<file path="src/rtl/b64d_pkg.sv">
// Shared types, constants and symbol lookup for the base64 stream decoder.
`timescale 1ns / 1ps

package b64d_pkg;

	localparam logic [7:0]  SYM_SKIP      = 8'd253;
	localparam logic [7:0]  SYM_PAD       = 8'd254;
	localparam logic [7:0]  SYM_BAD       = 8'd255;
	localparam int          GROUP_SYMBOLS = 4;
	localparam logic [15:0] MAX_LEN_RST   = 16'd2048;
	localparam logic [1:0]  PAD_RST       = 2'd3;

	typedef enum logic [1:0] {
		KIND_DATA     = 2'd0,
		KIND_DONE     = 2'd1,
		KIND_INVALID  = 2'd2,
		KIND_TOO_LONG = 2'd3
	} kind_t;

	// up to three results caused by one character
	typedef struct packed {
		logic [1:0]       n;
		kind_t            kind;
		logic [2:0][7:0]  data;
		logic [2:0][15:0] cnt;
	} bundle_t;

	function automatic logic [7:0] sym_of(input logic [7:0] ch);
		logic [7:0] s;
		if (ch >= 8'd65 && ch <= 8'd90) begin
			s = ch - 8'd65;
		end else if (ch >= 8'd97 && ch <= 8'd122) begin
			s = ch - 8'd97 + 8'd26;
		end else if (ch >= 8'd48 && ch <= 8'd57) begin
			s = ch - 8'd48 + 8'd52;
		end else if (ch == 8'd43) begin
			s = 8'd62;
		end else if (ch == 8'd47) begin
			s = 8'd63;
		end else if (ch == 8'd61) begin
			s = SYM_PAD;
		end else if (ch == 8'd9 || ch == 8'd10 || ch == 8'd13 || ch == 8'd32) begin
			s = SYM_SKIP;
		end else begin
			s = SYM_BAD;
		end
		return s;
	endfunction

endpackage

</file>
<file path="src/rtl/b64d_core.sv">
// Input register, stream state and per-character decode.
`timescale 1ns / 1ps

module b64d_core (
	input  logic              clk,
	input  logic              arst_n,
	input  logic              char_valid,
	input  logic [7:0]        char_code,
	output logic              char_stall,
	input  logic              cfg_we,
	input  logic [15:0]       cfg_data,
	input  logic              bnd_free,
	output logic              bnd_push,
	output b64d_pkg::bundle_t bnd
);

	logic        vld_s1;
	logic [7:0]  char_s1;
	logic [15:0] maxlen_q;
	logic [23:0] acc_q, acc_d;
	logic [1:0]  sc_q, sc_d;
	logic [1:0]  pad_q, pad_d;
	logic [15:0] idx_q, idx_d;
	logic [15:0] oc_q, oc_d;
	logic [7:0]  sym;
	logic [5:0]  sym6;
	logic [23:0] acc_new;
	logic        adv;
	logic        accept;

	assign sym     = b64d_pkg::sym_of(char_s1);
	assign sym6    = (sym == b64d_pkg::SYM_PAD) ? 6'd0 : sym[5:0];
	assign acc_new = {acc_q[17:0], sym6};

	always_comb begin
		acc_d    = acc_q;
		sc_d     = sc_q;
		pad_d    = pad_q;
		idx_d    = idx_q;
		oc_d     = oc_q;
		bnd      = '0;
		bnd.kind = b64d_pkg::KIND_DATA;
		priority if (char_s1 == 8'd0) begin
			bnd.n    = 2'd1;
			bnd.kind = b64d_pkg::KIND_DONE;
			bnd.cnt  = {3{oc_q}};
		end else if (idx_q >= maxlen_q) begin
			bnd.n    = 2'd1;
			bnd.kind = b64d_pkg::KIND_TOO_LONG;
			bnd.cnt  = {3{oc_q}};
		end else if (sym == b64d_pkg::SYM_BAD) begin
			bnd.n    = 2'd1;
			bnd.kind = b64d_pkg::KIND_INVALID;
			bnd.cnt  = {3{oc_q}};
		end else if (sym == b64d_pkg::SYM_SKIP) begin
			idx_d = idx_q + 16'd1;
		end else begin
			idx_d = idx_q + 16'd1;
			if (sym == b64d_pkg::SYM_PAD && pad_q != 2'd0) begin
				pad_d = pad_q - 2'd1;
			end
			if (sc_q != 2'(b64d_pkg::GROUP_SYMBOLS - 1)) begin
				acc_d = acc_new;
				sc_d  = sc_q + 2'd1;
			end else begin
				acc_d       = '0;
				sc_d        = '0;
				bnd.data[0] = acc_new[23:16];
				bnd.data[1] = acc_new[15:8];
				bnd.data[2] = acc_new[7:0];
				bnd.cnt[0]  = oc_q + 16'd1;
				bnd.cnt[1]  = oc_q + 16'd2;
				bnd.cnt[2]  = oc_q + 16'd3;
				if (pad_d > 2'd2) begin
					bnd.n = 2'd3;
					oc_d  = oc_q + 16'd3;
				end else if (pad_d > 2'd1) begin
					bnd.n = 2'd2;
					oc_d  = oc_q + 16'd2;
				end else begin
					bnd.n = 2'd1;
					oc_d  = oc_q + 16'd1;
				end
			end
		end
		// done and errors restart the stream
		if (bnd.kind != b64d_pkg::KIND_DATA) begin
			acc_d = '0;
			sc_d  = '0;
			pad_d = b64d_pkg::PAD_RST;
			idx_d = '0;
			oc_d  = '0;
		end
	end

	assign adv        = vld_s1 && (bnd.n == 2'd0 || bnd_free);
	assign bnd_push   = adv && bnd.n != 2'd0;
	assign char_stall = vld_s1 && !adv;
	assign accept     = char_valid && !char_stall;

	always_ff @(posedge clk or negedge arst_n) begin
		if (!arst_n) begin
			vld_s1   <= 1'b0;
			maxlen_q <= b64d_pkg::MAX_LEN_RST;
			acc_q    <= '0;
			sc_q     <= '0;
			pad_q    <= b64d_pkg::PAD_RST;
			idx_q    <= '0;
			oc_q     <= '0;
		end else begin
			if (accept) begin
				vld_s1 <= 1'b1;
			end else if (adv) begin
				vld_s1 <= 1'b0;
			end
			if (cfg_we) begin
				maxlen_q <= cfg_data;
			end
			if (adv) begin
				acc_q <= acc_d;
				sc_q  <= sc_d;
				pad_q <= pad_d;
				idx_q <= idx_d;
				oc_q  <= oc_d;
			end
		end
	end

	always_ff @(posedge clk) begin
		if (accept) begin
			char_s1 <= char_code;
		end
	end

endmodule

</file>
<file path="src/rtl/b64d_outq.sv">
// Result register that hands out one word per cycle from a decoded bundle while res_stall is low.
`timescale 1ns / 1ps

module b64d_outq (
	input  logic              clk,
	input  logic              arst_n,
	input  logic              bnd_push,
	input  b64d_pkg::bundle_t bnd,
	output logic              bnd_free,
	output logic              res_valid,
	input  logic              res_stall,
	output logic [7:0]        data_byte,
	output logic [1:0]        kind,
	output logic [15:0]       byte_count,
	output logic              last_of_run
);

	logic              vld_q;
	logic [1:0]        pos_q;
	b64d_pkg::bundle_t bnd_q;
	logic              take;

	assign res_valid   = vld_q;
	assign take        = vld_q && !res_stall;
	assign last_of_run = (pos_q == bnd_q.n - 2'd1);
	assign bnd_free    = !vld_q || (take && last_of_run);
	assign kind        = bnd_q.kind;

	always_comb begin
		unique case (pos_q)
			2'd0: begin
				data_byte  = bnd_q.data[0];
				byte_count = bnd_q.cnt[0];
			end
			2'd1: begin
				data_byte  = bnd_q.data[1];
				byte_count = bnd_q.cnt[1];
			end
			2'd2: begin
				data_byte  = bnd_q.data[2];
				byte_count = bnd_q.cnt[2];
			end
			default: begin
				data_byte  = '0;
				byte_count = '0;
			end
		endcase
	end

	always_ff @(posedge clk or negedge arst_n) begin
		if (!arst_n) begin
			vld_q <= 1'b0;
			pos_q <= '0;
		end else begin
			if (bnd_push) begin
				vld_q <= 1'b1;
				pos_q <= '0;
			end else if (take && last_of_run) begin
				vld_q <= 1'b0;
			end else if (take) begin
				pos_q <= pos_q + 2'd1;
			end
		end
	end

	always_ff @(posedge clk) begin
		if (bnd_push) begin
			bnd_q <= bnd;
		end
	end

endmodule

</file>
<file path="src/rtl/base64_stream_decoder.sv">
// Datapath: an accepted character is held in the input register and decoded, and its words are
//   loaded into the result register, from which the receiver takes the first word.
// Throughput: one character per cycle; a character that closes a group keeps the result
//   register busy until its words are taken, and a word-producing character behind it waits
//   until the register drains.
// Reset (arst_n low, asynchronous): stream state clears, padding level 3, max_length 2048.
`timescale 1ns / 1ps

module base64_stream_decoder (
	input  logic        clk,
	input  logic        arst_n,
	input  logic        char_valid,
	input  logic [7:0]  char_code,
	output logic        char_stall,
	input  logic        cfg_we,
	input  logic [15:0] cfg_data,
	output logic        res_valid,
	input  logic        res_stall,
	output logic [7:0]  data_byte,
	output logic [1:0]  kind,
	output logic [15:0] byte_count,
	output logic        last_of_run
);

	b64d_pkg::bundle_t bnd;
	logic              bnd_push;
	logic              bnd_free;

	b64d_core u_core (
		.clk        (clk),
		.arst_n     (arst_n),
		.char_valid (char_valid),
		.char_code  (char_code),
		.char_stall (char_stall),
		.cfg_we     (cfg_we),
		.cfg_data   (cfg_data),
		.bnd_free   (bnd_free),
		.bnd_push   (bnd_push),
		.bnd        (bnd)
	);

	b64d_outq u_outq (
		.clk         (clk),
		.arst_n      (arst_n),
		.bnd_push    (bnd_push),
		.bnd         (bnd),
		.bnd_free    (bnd_free),
		.res_valid   (res_valid),
		.res_stall   (res_stall),
		.data_byte   (data_byte),
		.kind        (kind),
		.byte_count  (byte_count),
		.last_of_run (last_of_run)
	);

endmodule

</file>
<file path="config.mk">
export PLATFORM = sky130hd
export DESIGN_NAME = base64_stream_decoder
export DESIGN_NICKNAME = d
export VERILOG_FILES = /design/src/rtl/b64d_pkg.sv /design/src/rtl/b64d_core.sv /design/src/rtl/b64d_outq.sv /design/src/rtl/base64_stream_decoder.sv
export SDC_FILE = /design/constraint.sdc
export NUM_CORES = 1
export LEC_CHECK = 0
export BUFFER_PORTS_ARGS = -buffer_cell sky130_fd_sc_hd__buf_2
export CORE_MARGIN = 2
export CORE_UTILIZATION = 54
export CTS_CLUSTER_DIAMETER = 30
export DETAILED_ROUTE_END_ITERATION = 8
export GPL_ROUTABILITY_DRIVEN = 0
export PLACE_DENSITY = 0.68
export SYNTH_ARGS = -nofsm -noshare
export SYNTH_HDL_FRONTEND = slang
export SYNTH_SLANG_ARGS = --single-unit
</file>
<file path="constraint.sdc">
create_clock -name clk -period 9.5 [get_ports clk]
set_input_delay 0.95 -clock clk [delete_from_list [all_inputs] [get_ports clk]]
set_output_delay 0.95 -clock clk [all_outputs]
set_load 0.01 [all_outputs]
</file>
## After elaboration in Yosys (flattened, before gate mapping)

Index checks and enable logic that the tools add are counted.

| word-level totals | value |
|---|---|
| register bits after elaboration | 158 |
| word-level logic and storage cells | 157 |
| output and inout bits | 29 |
| input port bits | 29 |

| cells by class | value |
|---|---|
| equality and inequality tests | 20 |
| add/subtract/negate cells | 13 |
| reductions and logical operators | 33 |
| magnitude comparators | 9 |
| muxes and demuxes | 64 |

Operator list:

| kind | count |
|---|---|
| 48-bit 2-to-1 mux | 5 |
| 16-bit 2-to-1 mux | 12 |
| 18-bit 2-to-1 mux | 6 |
| 2-bit 2-to-1 mux | 26 |
| 8-bit 2-to-1 mux | 6 |
| 16-bit case mux with 3 select lines | 1 |
| 16-bit by 1-bit adder with 16-bit output (second input constant) | 2 |
| 16-bit by 2-bit adder with 16-bit output (second input constant) | 2 |
| 8-bit by 6-bit == test with 1-bit output (second input constant) | 4 |
| 8-bit by 4-bit == test with 1-bit output (second input constant) | 3 |
| 8-bit == test (second input constant) | 3 |
| 8-bit case mux with 3 select lines | 1 |
| 16-bit >= comparator | 1 |
| 8-bit by 7-bit >= comparator with 1-bit output (second input constant) | 2 |
| 8-bit by 7-bit <= comparator with 1-bit output (second input constant) | 2 |
| 8-bit by 7-bit subtractor with 8-bit output (second input constant) | 2 |
| 2-bit != test (second input constant) | 7 |
| 2-bit nonzero test | 6 |
| 1-bit logical AND | 10 |
| 8-bit by 5-bit adder with 8-bit output (second input constant) | 1 |
| 8-bit by 6-bit adder with 8-bit output (second input constant) | 1 |
| 8-bit by 6-bit >= comparator with 1-bit output (second input constant) | 1 |
| 8-bit by 6-bit <= comparator with 1-bit output (second input constant) | 1 |
| 8-bit logical NOT | 1 |
| 19 further kinds | 33 |

## Depth between registers and ports, before layout

| logic depth | value |
|---|---|
| depth in word-level cells | 34 |
| mapped depth | 13 |

## Modules after synthesis

A second synthesis with hierarchy kept.

| unflattened totals | value |
|---|---|
| cell total of the unflattened synthesis | 923 |
| area, all modules | 9062.4 µm² |

By module, submodules not included:

| module | instances | cells each | seq. area each (µm²) | area an instance (µm²) |
|---|---|---|---|---|
| b64d_core | 1 | 766 | 2020.7 | 6162.2 |
| b64d_outq | 1 | 157 | 2357.3 | 2900.3 |

## Least setup slack after synthesis

No wires, ideal clock.

| path | value |
|---|---|
| path type | register -> register |
| start | register u_core.char_s1[2] |
| end | register u_core.oc_q[5] |
| required time | 9377 ps |
| setup time | 123 ps |
| cell stages (with the launch flop) | 14 |
| clock period less this slack | 3882 ps |
| arrival time | 3759 ps |
| buffers on the path | 2 |
| path slack | 5618 ps |
| cells stage by stage | edfxtp_1 -> inv_1 -> ha_1 -> a21o_1 -> a311o_1 -> buf_4 -> nor4_4 -> o21a_1 -> nand2_1 -> a31o_2 -> inv_1 -> buf_2 -> o31ai_1 -> o2bb2ai_1 |

| between the ends | value |
|---|---|
| word-level cells in the longest chain between the ends | 30 |
| elaborated cells on any way between the ends | 69 |
| those cells by class | add/sub (5); order compare (8); eq/ne (15); mux (28); reduce/logical (13) |

RTL lines:

| item | RTL line | source |
|---|---|---|
| start: declaration | b64d_core.sv:18 | `logic [7:0] char_s1;` |
| start signal: assignment | b64d_core.sv:131 | `char_s1 <= char_code;` |
| parallel branches: the longest is 30 deep, another holds 8-bit by 6-bit subtractor with 8-bit output | n/a |  |
| end signal: assignment | b64d_core.sv:109 | `oc_q <= '0;` |
| end signal: assignment | b64d_core.sv:124 | `oc_q <= oc_d;` |
| end: declaration | b64d_core.sv:24 | `logic [15:0] oc_q, oc_d;` |

Parallel ways; which one is timed is not known. The select of a mux whose other input is x is not followed.
A chain may end at the register's enable or synchronous reset.

## Final worst setup path

| path | value |
|---|---|
| start | register u_core.char_s1[2] |
| end | output char_stall |

| between the ends | value |
|---|---|
| word-level cells in the longest chain between the ends | 31 |
| elaborated cells on any way between the ends | 55 |
| those cells by class | add/sub (5); order compare (8); eq/ne (10); mux (19); reduce/logical (13) |

RTL lines:

| item | RTL line | source |
|---|---|---|
| parallel branches: the longest is 25 deep, another holds 8-bit by 6-bit subtractor with 8-bit output | n/a |  |
| 4-bit 2-to-1 mux (*) | b64d_core.sv:43 | `priority if (char_s1 == 8'd0) begin` |
| 2-bit logical NOT (*) | b64d_core.sv:96 | `assign adv = vld_s1 && (bnd.n == 2'd0 \|\| bnd_free);` |
| 1-bit logical OR (*) | b64d_core.sv:96 |  |
| 1-bit logical AND (*) | b64d_core.sv:96 |  |
| 1-bit logical NOT (*) | b64d_core.sv:98 | `assign char_stall = vld_s1 && !adv;` |
| 1-bit logical AND (*) | b64d_core.sv:98 |  |
| end: declaration | base64_stream_decoder.sv:14 | `output logic char_stall,` |

Every way passes the cells marked *. The select of a mux whose other input is x is not followed.

==> impl_metrics.ini <==
[synth]
syn_area_per_cell_um2 = 9.38
ys_ff_latch = 157
synth_top_cell_by_area = edfxtp_1
yosysMostFrequentCell = nor2_1
ys_seq_area_share_pct = 46.2
synthesis.nets = 1068
synth.cell_area_mm2 = 0.00942
syn_inst = 1004
synth_edf_count = 83
synth_commonest_cells = nor2_1, o21ai_0, nand2_1
synth_area_leaders = edfxtp_1, dfrtp_1, o21ai_0
ys.flop_type = edfxtp_1
async_flop_share_pct = 47.1
ys_warn_count = 0
synth_top_area_share_pct = 26.5
ys_types = 74

[route]
drt-initial-drc-count = 1135
dr.pass1.iters = 8
wl_um = 24800
drc = 0
postRouteAntennaNets = 0
wire_per_inst_um = 19.7
viasPerCell = 6.38
vias = 8041

[setup_path]
cp_slowest_cell = edfxtp_1
cp.required_ps = 8550
path_cells = inv_1, ha_1, nor4bb_1, a311o_1, o211a_1, o21a_1, nand2_1, a31oi_1, buf_4, and2_1, buf_2
cp_max_fo = 24
endpoint_kind = output port
crit_path_max_incr_delay_ps = 510
startpoint = u_core.char_s1[2]$_DFFE_PP_
start_kind = flop
reg2reg_setup_slack_ps = 4990
worstSetupPathType = reg -> out
crit_arrival_ps = 3660
worstReg2RegStart = u_core.char_s1[2]$_DFFE_PP_
crit_family = compound AO/OA/AOI/OAI gates
path_buf_inv = 3

[timing]
worstMarginPinSlew_ps = 1120
clock.fmax_ghz = 0.217
hold_viol = 0
setup_viol = 0
fin_setup_tns_ps = 0
drv_slew = 0
post-route-period-util_pct = 48.5
clock_skew_ps = 10.4
setup_slack_ps = 4890
min_period_ps = 4610
maxSlewHeadroom_pct = 25.0
whs_ps = 509
rsz0062_at_grt = false

[floorplan]
io_pins = 58
core_area_mm2 = 0.0172
initial_core_util_pct = 54.8
fp.dieW_um = 136
rows = 48
die_y_um = 136
die_area_mm2 = 0.0185

[run]
cap_violations = 0

[cells_and_area]
antennaDiodeCount = 0
multi_input_area_mm2 = 0.00459
post-route-util_pct = 60.5
seq_area_mm2 = 0.00435
fillers = 1512
area_growth_pct = 10.3
drive_gt1_share_pct = 12.7
final_nets = 1086

[clock_tree]
cts.sinks = 157
htree_num_levels = 4
cts_buffer_depth = 2
path_clk_slew_ps = 70
cts_resized = 0
clock_latency_ps = 440
cts_tree = done
cts_setup_buffers = 0
cts-root-buf = clkbuf_16
hold_buffers = 0
numCtsBuffers = 17

[power]
intPower_w = 0.00172
swShare_pct = 40.0
seqPwrFrac_pct = 38.3
powerDensity_mw_per_mm2 = 277
pwr-share-comb_pct = 37.2
switchingPower_w = 0.00115
clockPowerShare_pct = 24.5
irDropWorstVdd_uv = 192
leakagePower_nw = 4.13

[worst_hold_path]
hold_path_class = reg -> reg
worstHoldStart = u_core.maxlen_q[11]$_DFFE_PN1P_

[grt]
globalRoute.totalOverflow = 0
grt_pass1_vias = 7269
grt_usage_pct = 28.1
antenna_found_initial = 0
grt_max_degree = 87
grt_pass1_wl_um = 40200

[placed_design]
dp_hpwl_um = 16600
preCtsSetupSlack_ps = 4970
place.port_buffers = 57

[run_status]
outcome = complete, no violations
final timing paths:
| path | endpoint | cells past startpoint |
|---|---|---|
| setup reg to reg | u_core.oc_q[12]$_DFFE_PN0P_ | 12 |
| hold reg to reg | u_core.maxlen_q[11]$_DFFE_PN1P_ | 2 |
| hold / removal | u_core.maxlen_q[11]$_DFFE_PN1P_ | 2 |
| max in group asynchronous | u_core.idx_q[6]$_DFFE_PN0P_ | 1 |
| setup / recovery | char_stall | 11 |
| min in group asynchronous | u_core.oc_q[5]$_DFFE_PN0P_ | 1 |
placed cells by master, fill, tap and decap left out, types with 25 or more instances in the layout:
master	count
nor3_1	25
a21oi_1	46
ha_1	35
buf_2	56
nand2_1	91
o31ai_1	28
dfrtp_1	71
nor2_1	105
inv_1	49
o21ai_0	104
edfxtp_1	83
layer usage:
metal	vias up	GRT usage (%)	wire (um)
met3	46	6.90	2170
met2	378	42.1	11100
met5	-	0	0
met4	0	7.70	452
met1	3822	40.9	11100
li1	3795	-	-
power groups by stage:
stage	clock network, W	logic, W	registers, W
2_1_floorplan	0	0.000798	0.00103
3_3_place_gp	0	0.00104	0.00110
3_5_place_dp	0	0.00106	0.00111
4_1_cts	0.000712	0.00106	0.00110
5_1_grt	0.000741	0.00119	0.00113
6_report	0.000705	0.00107	0.00110
worst min-delay path, stage by stage, from the launching register on:
cell     delay (ps)
dfstp_2         360
inv_1            60
o21ai_0          80
registers in the layout, summed over array words and instances, names as in the netlist, 8 cells and up:
| signal | flops |
|---|---|
| u_core.char_s1 | 8 |
| u_core.oc_q | 16 |
| u_core.idx_q | 16 |
| u_outq.bnd_q | 73 |
| u_core.acc_q | 18 |
| u_core.maxlen_q | 16 |
through the flow:
stage               power [W]  std cells  instance area (um2)
floorplan             0.00183       1004                 9420
global placement      0.00215       1228                 9780
detailed placement    0.00217       1228                 9780
CTS                   0.00287       1260                10400
global route          0.00305       1260                10400
finish                0.00288       1260                10400
area by class of cell:
type | count | share of cell area [%]
clock buffers | 17 | 4.10
clock inverters | 15 | 1.72
inverters | 51 | 1.84
multi-input cells | 727 | 44.2
flip-flops and latches | 157 | 41.9
well taps | 225 | 2.71
repair buffers | 68 | 3.57
kinds of logic after synthesis:
kind of cell               count (synthesis)  synth area share [%]
adders and majority gates                 35                  4.65
buffers and inverters                    120                  5.27
AOI/OAI and AO/OA                        303                  21.5
muxes                                     33                  3.63
xor gates and xnor gates                   7                 0.651
and+or+nand+nor                          349                  18.1
DFF                                      157                  46.2
(Power assumes the default switching activity.)
